$ cat src/hdl/flag_frame_unescape_xor_check_core_defines.svh
// Assertion macros shared by the flag frame deframer RTL.
`ifndef FLAG_FRAME_UNESCAPE_XOR_CHECK_CORE_DEFINES_SVH
`define FLAG_FRAME_UNESCAPE_XOR_CHECK_CORE_DEFINES_SVH

// The condition must never hold while out of reset.
`define FFUX_ASSERT_NEVER(lbl, cond, msg) \
  lbl: assert property (@(posedge clk) disable iff (!rst_n) !(cond)) else $error(msg);

// When the antecedent holds, the consequent must hold in the next cycle.
`define FFUX_ASSERT_NEXT(lbl, ante, cons, msg) \
  lbl: assert property (@(posedge clk) disable iff (!rst_n) (ante) |=> (cons)) \
    else $error(msg);

// When the antecedent holds, the consequent must hold in the same cycle.
`define FFUX_ASSERT_IMPL(lbl, ante, cons, msg) \
  lbl: assert property (@(posedge clk) disable iff (!rst_n) (ante) |-> (cons)) \
    else $error(msg);

`endif

$ cat src/hdl/ffux_pkg.sv
// Package with the constants, status codes and state types of the deframer.
`default_nettype none

package ffux_pkg;

  // Width of the raw frame byte counter.
  localparam int COUNT_BITS = 11;
  // Width of the minimum length register.
  localparam int MIN_LEN_BITS = 11;
  // Width used when comparing the count with the minimum length.
  localparam int CMP_BITS = (COUNT_BITS > MIN_LEN_BITS) ? COUNT_BITS : MIN_LEN_BITS;
  localparam logic [MIN_LEN_BITS-1:0] MIN_LEN_RESET = MIN_LEN_BITS'(15);

  // Register file of the configuration port.
  localparam int ADDR_BITS = 3;
  localparam int DATA_BITS = 32;
  localparam logic REG_MIN_LEN = 1'b0;

  // Link bytes.
  localparam logic [7:0] FLAG_BYTE = 8'h7e;
  localparam logic [7:0] ESC_BYTE  = 8'h7d;
  localparam logic [7:0] ESC_FLAG  = 8'h02;
  localparam logic [7:0] ESC_ESC   = 8'h01;

  typedef enum logic [1:0] {
    ST_OK     = 2'd0,
    ST_SHORT  = 2'd1,
    ST_BADESC = 2'd2,
    ST_CHECK  = 2'd3
  } status_t;

  // Frame tracking state kept between bytes.
  typedef struct packed {
    logic                  in_frame;
    logic                  esc_pending;
    logic [7:0]            running_xor;
    logic [COUNT_BITS-1:0] raw_count;
    logic                  esc_error;
  } frame_state_t;

  // One result beat produced by a byte.
  typedef struct packed {
    logic       valid;
    logic [7:0] data;
    logic       frame_end;
    status_t    status;
  } result_t;

endpackage

`default_nettype wire

$ cat src/hdl/ffux_step.sv
// Per-byte deframing logic: unescaping, checksum, counting and frame status.
`default_nettype none

module ffux_step (
  input  wire ffux_pkg::frame_state_t           state_cur,
  input  wire logic [7:0]                       raw_byte,
  input  wire logic [ffux_pkg::MIN_LEN_BITS-1:0] min_len,
  output ffux_pkg::frame_state_t                state_nxt,
  output ffux_pkg::result_t                     result
);
  import ffux_pkg::*;

  localparam logic [COUNT_BITS-1:0] COUNT_MAX = {COUNT_BITS{1'b1}};

  logic [COUNT_BITS-1:0] count_inc;
  logic                  err_close;
  logic                  too_short;

  // Saturating count of raw bytes in the open frame.
  assign count_inc = (state_cur.raw_count == COUNT_MAX) ? state_cur.raw_count
                                                        : state_cur.raw_count + 1'b1;
  assign err_close = state_cur.esc_error | state_cur.esc_pending;
  assign too_short = CMP_BITS'(count_inc) < CMP_BITS'(min_len);

  // Next state and result for one accepted byte.
  always_comb begin
    state_nxt        = state_cur;
    result.valid     = 1'b0;
    result.data      = 8'h00;
    result.frame_end = 1'b0;
    result.status    = ST_OK;
    if (!state_cur.in_frame) begin
      // Outside a frame only an opening flag matters.
      if (raw_byte == FLAG_BYTE) begin
        state_nxt.in_frame    = 1'b1;
        state_nxt.esc_pending = 1'b0;
        state_nxt.esc_error   = 1'b0;
        state_nxt.running_xor = 8'h00;
        state_nxt.raw_count   = COUNT_BITS'(1);
      end
    end else if (raw_byte == FLAG_BYTE) begin
      // Closing flag: report the frame status and return to idle.
      state_nxt        = '0;
      result.valid     = 1'b1;
      result.frame_end = 1'b1;
      if (too_short) begin
        result.status = ST_SHORT;
      end else if (err_close) begin
        result.status = ST_BADESC;
      end else if (state_cur.running_xor != 8'h00) begin
        result.status = ST_CHECK;
      end else begin
        result.status = ST_OK;
      end
    end else begin
      state_nxt.raw_count = count_inc;
      if (state_cur.esc_pending) begin
        // Second byte of an escape pair.
        state_nxt.esc_pending = 1'b0;
        if (raw_byte == ESC_FLAG) begin
          result.valid = 1'b1;
          result.data  = FLAG_BYTE;
        end else if (raw_byte == ESC_ESC) begin
          result.valid = 1'b1;
          result.data  = ESC_BYTE;
        end else begin
          state_nxt.esc_error = 1'b1;
        end
      end else if (raw_byte == ESC_BYTE) begin
        state_nxt.esc_pending = 1'b1;
      end else begin
        result.valid = 1'b1;
        result.data  = raw_byte;
      end
      if (result.valid) begin
        state_nxt.running_xor = state_cur.running_xor ^ result.data;
      end
    end
  end

endmodule

`default_nettype wire

$ cat src/hdl/flag_frame_unescape_xor_check_core.sv
// Flag-delimited, byte-stuffed frame receiver with XOR checksum check.
//
// Input channel: one raw link byte per beat on in_raw_byte, taken at a rising
// edge where in_valid is high and in_stall is low. Bytes outside a frame are
// dropped; frames open and close on 0x7e and 0x7d pairs are unescaped.
// Output channel: each unescaped byte comes out as a data beat; the closing
// flag gives a status beat with out_frame_end high and out_byte zero.
// Each accepted byte waits in the input register; its result is then
// registered in the output register, or in the skid register while stalled.
// One byte is accepted in every cycle while the receiver
// takes beats; the rate is set by the single input register stage and the
// per-byte decode logic behind it.
// When the receiver stalls, results fill the output register and then a skid
// register; the input channel stalls only once both are full and a byte is
// waiting in the input register.
// Synchronous reset empties all stages, closes any open frame and sets
// min_raw_length to 15. The APB port holds min_raw_length at byte address 0
// and should be written only while the block is idle.
`default_nettype none

module flag_frame_unescape_xor_check_core (
  input  wire logic                              clk,
  input  wire logic                              rst_n,
  // Raw byte input channel.
  input  wire logic                              in_valid,
  output logic                                   in_stall,
  input  wire logic [7:0]                        in_raw_byte,
  // Result channel.
  output logic                                   out_valid,
  input  wire logic                              out_stall,
  output logic [7:0]                             out_byte,
  output logic                                   out_frame_end,
  output logic [1:0]                             out_status,
  // Configuration port.
  input  wire logic                              psel,
  input  wire logic                              penable,
  input  wire logic                              pwrite,
  input  wire logic [ffux_pkg::ADDR_BITS-1:0]    paddr,
  input  wire logic [ffux_pkg::DATA_BITS-1:0]    pwdata,
  output logic [ffux_pkg::DATA_BITS-1:0]         prdata,
  output logic                                   pready
);
  import ffux_pkg::*;

  `include "flag_frame_unescape_xor_check_core_defines.svh"

  logic [MIN_LEN_BITS-1:0] min_len_r, min_len_nxt;
  logic                    in_valid_r, in_valid_nxt;
  logic [7:0]              in_byte_r, in_byte_nxt;
  frame_state_t            state_r, state_nxt, step_state;
  result_t                 step_res;
  result_t                 out_r, out_nxt;
  result_t                 skid_r, skid_nxt;
  logic                    in_accept;
  logic                    advance;
  logic                    res_valid;
  logic                    out_take;
  logic                    cfg_write;
  logic                    reg_sel;

  // Configuration register access.
  assign pready    = 1'b1;
  assign reg_sel   = paddr[ADDR_BITS-1];
  assign cfg_write = psel & penable & pwrite;

  always_comb begin
    min_len_nxt = min_len_r;
    if (cfg_write && (reg_sel == REG_MIN_LEN)) begin
      min_len_nxt = pwdata[MIN_LEN_BITS-1:0];
    end
  end

  always_comb begin
    prdata = '0;
    if (reg_sel == REG_MIN_LEN) begin
      prdata = DATA_BITS'(min_len_r);
    end
  end

  // Input register stage; it moves on whenever the skid register is free.
  assign advance   = in_valid_r & ~skid_r.valid;
  assign in_stall  = in_valid_r & skid_r.valid;
  assign in_accept = in_valid & ~in_stall;

  always_comb begin
    in_valid_nxt = in_valid_r;
    in_byte_nxt  = in_byte_r;
    if (in_accept) begin
      in_valid_nxt = 1'b1;
      in_byte_nxt  = in_raw_byte;
    end else if (advance) begin
      in_valid_nxt = 1'b0;
    end
  end

  // Per-byte deframing.
  ffux_step u_step (
    .state_cur (state_r),
    .raw_byte  (in_byte_r),
    .min_len   (min_len_r),
    .state_nxt (step_state),
    .result    (step_res)
  );

  assign state_nxt = advance ? step_state : state_r;
  assign res_valid = advance & step_res.valid;

  // Output register with a skid register behind it.
  assign out_take = out_r.valid & ~out_stall;

  always_comb begin
    out_nxt  = out_r;
    skid_nxt = skid_r;
    if (!out_r.valid || out_take) begin
      if (skid_r.valid) begin
        out_nxt = skid_r;
      end else begin
        out_nxt       = step_res;
        out_nxt.valid = res_valid;
      end
      skid_nxt.valid = 1'b0;
    end else if (res_valid) begin
      skid_nxt       = step_res;
      skid_nxt.valid = 1'b1;
    end
  end

  assign out_valid     = out_r.valid;
  assign out_byte      = out_r.data;
  assign out_frame_end = out_r.frame_end;
  assign out_status    = out_r.status;

  // Pipeline and configuration registers.
  always_ff @(posedge clk) begin
    if (!rst_n) begin
      min_len_r  <= MIN_LEN_RESET;
      in_valid_r <= 1'b0;
      in_byte_r  <= 8'h00;
      state_r    <= '0;
      out_r      <= '0;
      skid_r     <= '0;
    end else begin
      min_len_r  <= min_len_nxt;
      in_valid_r <= in_valid_nxt;
      in_byte_r  <= in_byte_nxt;
      state_r    <= state_nxt;
      out_r      <= out_nxt;
      skid_r     <= skid_nxt;
    end
  end

  // Checks on the pipeline and frame state.
  `FFUX_ASSERT_NEVER(a_skid_behind_out, skid_r.valid && !out_r.valid, "skid full, output empty")
  `FFUX_ASSERT_NEXT(a_result_lands, res_valid, out_r.valid, "result beat was lost")
  `FFUX_ASSERT_IMPL(a_esc_in_frame, state_r.esc_pending, state_r.in_frame, "escape outside frame")
  `FFUX_ASSERT_IMPL(a_end_zero, out_valid && out_frame_end, out_byte == 8'h00, "status with data")

endmodule

`default_nettype wire
$ cat config.mk
export PLATFORM = sky130hd
export DESIGN_NAME = flag_frame_unescape_xor_check_core
export DESIGN_NICKNAME = d
export VERILOG_FILES = /design/src/hdl/ffux_pkg.sv /design/src/hdl/ffux_step.sv /design/src/hdl/flag_frame_unescape_xor_check_core.sv
export VERILOG_INCLUDE_DIRS = /design/src /design/src/hdl
export SDC_FILE = /design/constraint.sdc
export NUM_CORES = 1
export LEC_CHECK = 0
export ABC_AREA = 1
export BUFFER_PORTS_ARGS = -buffer_cell sky130_fd_sc_hd__buf_2
export CORE_ASPECT_RATIO = 0.8
export CORE_MARGIN = 5
export CORE_UTILIZATION = 53
export CTS_CLUSTER_DIAMETER = 50
export DETAILED_ROUTE_END_ITERATION = 10
export GPL_TIMING_DRIVEN = 0
export PLACE_DENSITY = 0.8
export SYNTH_ARGS = -nofsm -noshare
export SYNTH_HDL_FRONTEND = slang
export SYNTH_SLANG_ARGS = --single-unit
$ cat constraint.sdc
create_clock -name clk -period 3 [get_ports clk]
set_input_delay 0.3 -clock clk [delete_from_list [all_inputs] [get_ports clk]]
set_output_delay 0.3 -clock clk [all_outputs]
set_load 0.02 [all_outputs]
==> summary.md <==
| Metric | Value |
|---|---|
| Hold WS | `~0.17 ns` |
| Result of the run | `completed` |
| Arr. time, crit path | `about 2.9 ns` |
| Max-slew violation count | `0` |
| Worst path max stage delay | `0.40 ns` |
| Place WS | `0.4173 ns` |
| FF-to-FF path depth | `17` |
| Syn Std Cell Area | `about 3600 um2` |
| Initial antenna violation count | `0` |
| Mux cell area share after synthesis | `less than 1%` |
| Pwr Density | `about 420 nW/um2` |
| Combinational family with the most area after synthesis | `simple AND/OR/NAND/NOR gates` |
| TritonCTS clock tree | `yes` |
| Input/output buffers | `50` |
| DRC | `0` |
| Synth Area in XOR/XNOR | `1.233%` |
| Via count | `3380` |
| DIE WIDTH | `just over 100 um` |
| Post-DRT Antenna Nets | `0` |
| Yosys warnings | `0` |
| Util after Layout | `between 60% and 70%` |
| Placed inst area | `between 3000 and 4000 um2` |
| P&R area growth vs syn | `16.94%` |
| Commonest cells after routing, fill and taps aside | `100 x nand2_1, 66 x dfxtp_1, 62 x nor2_1, 55 x inv_1, 51 x buf_2` |
| DIE AREA | `around 8400 um2` |
| Commonest non-fill, non-tap cell in the layout | `nand2_1` |
| Post-synth top area cell | `dfxtp_1` |
| Flop pwr share | `around 51%` |
| WHS Path Cells | `3` |
| Crit end category | `flip-flop` |
| Root Buffer | `clkbuf_8` |
| Worst skew pair latency | `~0.35 ns` |
| CTS Hold Bufs | `0` |
| H-tree levels | `3` |
| Core area | `~6400 um2` |
| Internal power | `about 1.3 mW` |
| GPL Wtd Cong | `between 0.8 and 0.9` |
| Vias in the first global route | `3043` |
| Top cell family by delay on the critical path | `simple AND/OR/NAND/NOR gates` |
| Worst R2R Setup Slack | `between 0.3 and 0.4 ns` |
| CP cell instances | `ha_1 > inv_1 > nor2_1 > nand3_2 > nand2_1 > nor2_1 > xor2_1 > ha_1 > a21oi_1 > o21ai_0 > a21oi_1 > nand2_1 > nand2_1 > nand2_1 > nand2_1 > nand2_1 > nand2_1` |
| Top_reg_cell synth | `dfxtp_1` |
| Min-Delay Path Class | `in2reg` |
| Clock share of power | `between 30% and 40%` |
| Detail Placement HPWL | `around 6400 um` |
| Site Rows | `26` |
| Switching Power | `slightly below 0.5 mW` |
| Synth area leaders | `dfxtp_1 37%, nand2_1 11%, a21oi_1 6.6%, nor2_1 6.6%, o21ai_0 5.9%` |
| CP startpoint kind | `flip-flop` |
| Leakage | `1.972 nW` |
| Final TNS setup | `0 ns` |
| Flops & latches, synth | `66` |
| Top cell type's share of synthesized area | `roughly 37%` |
| Clock skew | `roughly 0.007 ns` |
| Combinational power share | `~11%` |
| Synth Area in Adders | `under 10%` |
| Cells after Synth | `just over 500` |
| Critical path required time | `~3.3 ns` |
| Clock buffer depth | `2` |
| Largest net degree at the start of global routing | `12` |
| Final Hold Fails | `0` |
| Hold-critical path endpoint | `min_len_r[2]` |
| Final period utilization | `between 80% and 90%` |
| Cell mode on critical path | `nand2_1` |
| First-pass GRT wire length | `about 14000 um` |
| Synth Area in Simple Gates | `25.33%` |
| CP Class | `reg2reg` |
| Fin worst setup slack | `0.3681 ns` |
| Async set or reset register ratio after synthesis | `0%` |
| Maximum VDD drop | `between 200 and 250 uV` |
| Wirelength per Cell | `12.25 um` |
| DIE HEIGHT | `about 83 um` |
| Sequential element share of the synthesized area | `a little under two fifths` |
| Compound-cell area share of the yosys netlist | `about 18%` |
| CP max FO | `8` |
| Drt first-iter violations | `226` |
| Min Tclk post-route | `~2.6 ns` |
| # setup viols final | `0` |
| CP bufs+invs | `1` |
| Hold path startpoint | `pwdata[2]` |
| Final net count | `around 650` |
| RSZ-0062 raised after global routing | `false` |
| CTS clock-pin slew for the worst setup and hold paths | `around 0.07 ns` |
| IO Pins | `96` |
| Antenna diode count | `0` |
| Total GRT Usage | `20.50%` |
| Number of distinct library cells after synthesis | `40` |
| Slowest CP cell | `dfxtp_1` |
| DR pass1 iterations | `5` |
| Initial Utilization | `between 50% and 60%` |
| Post-Route WL | `between 8000 and 9000 um` |
| Sink Count | `66` |
| Layout cells sized above 1 | `19.26%` |
| Post-CTS setup buffers | `0` |
| Reg-to-Reg End | `out_status[0]` |
| Reg2reg start | `state_r[1]` |
| Post-cts resize count | `0` |
| EDFF count, synth | `0` |
| Final Cell Area | `4154 um2` |
| Syn_area_per_cell | `7.020 um2` |
| Net Sw Frac | `a little over a quarter` |
| F_max | `380.0 MHz` |
| Num CTS Buffers | `9` |
| Max-cap violations | `0` |
| Vias per Instance | `approximately 5` |
| Gr ovfl total | `0` |
## kinds of logic (layout without fill, tap and decap cells)
family	after synthesis	after routing
DFF	66	66
other	2	22
AOI/OAI and AO/OA	114	114
muxes	1	1
and+or+nand+nor	206	206
adders and majority gates	14	14
buffers and inverters	98	164
xor gates and xnor gates	5	5
## area by class of cell
cell class | count | area, um2
buffer | 37 | 234.0
fill | 575 | 2287
inverter | 61 | 230.2
tap | 84 | 105.1
timing repair buffer | 50 | 250.2
clock buffer | 11 | 141.4
clock inverter | 5 | 30.03
sequential | 66 | 1321
multi-input combinational | 362 | 1842
## worst max-delay path by stage
stage,from,end,cells after the start,slack (ns)
2_1_floorplan,state_r[1],out_status[1],16,0.77
5_1_grt,state_r[1],out_status[0],16,0.04
4_1_cts,state_r[1],out_status[0],16,0.40
3_3_place_gp,state_r[1],out_status[1],15,0.45
3_5_place_dp,state_r[1],out_status[1],15,0.42
6_report,state_r[1],out_status[0],17,0.37
## synthesized netlist by cell type (all sizes together), types with 3 or more instances
| master | n |
|---|---|
| inv | 59 |
| clkbuf | 12 |
| nor3 | 4 |
| xor2 | 3 |
| nand3 | 21 |
| o211ai | 4 |
| nor2 | 67 |
| nand2 | 103 |
| a22oi | 5 |
| a21oi | 49 |
| nand4 | 5 |
| dfxtp | 66 |
| o21ai | 53 |
| ha | 14 |
| buf | 25 |
## sequential cells by signal (all words and copies together) (netlist names)
name and count:
skid_r 12, in_valid_r 1, out_status 2, out_frame_end 1, state_r 22, min_len_r 11
out_valid 1, in_byte_r 8, out_byte 8
## tightest hold or removal path, stage by stage
cell      delay (ns)
buf_2           0.07
nand2_1         0.04
o211ai_1        0.06
## power by group through the flow
stage | logic [mW] | clock network, mW | registers [mW]
finish | 0.192 | 0.663 | 0.904
global route | 0.215 | 0.727 | 0.907
detailed placement | 0.188 | 0 | 0.925
global placement | 0.184 | 0 | 0.924
floorplan | 0.137 | 0 | 0.924
CTS | 0.189 | 0.680 | 0.904
## routing by layer
layer  GRT usage (%)  up-vias  wire length, um
met5               0        -                0
met4           5.556        0              104
met3           6.533       11              567
met2           30.52      107             3601
met1           28.37     1510             4006
li1                -     1752                -
## metrics by stage
step	instances	total power, mW
2_1_floorplan	526	1.061
3_3_place_gp	660	1.108
3_5_place_dp	660	1.113
4_1_cts	676	1.773
5_1_grt	676	1.849
6_report	676	1.759
(Power assumes the default switching activity.)
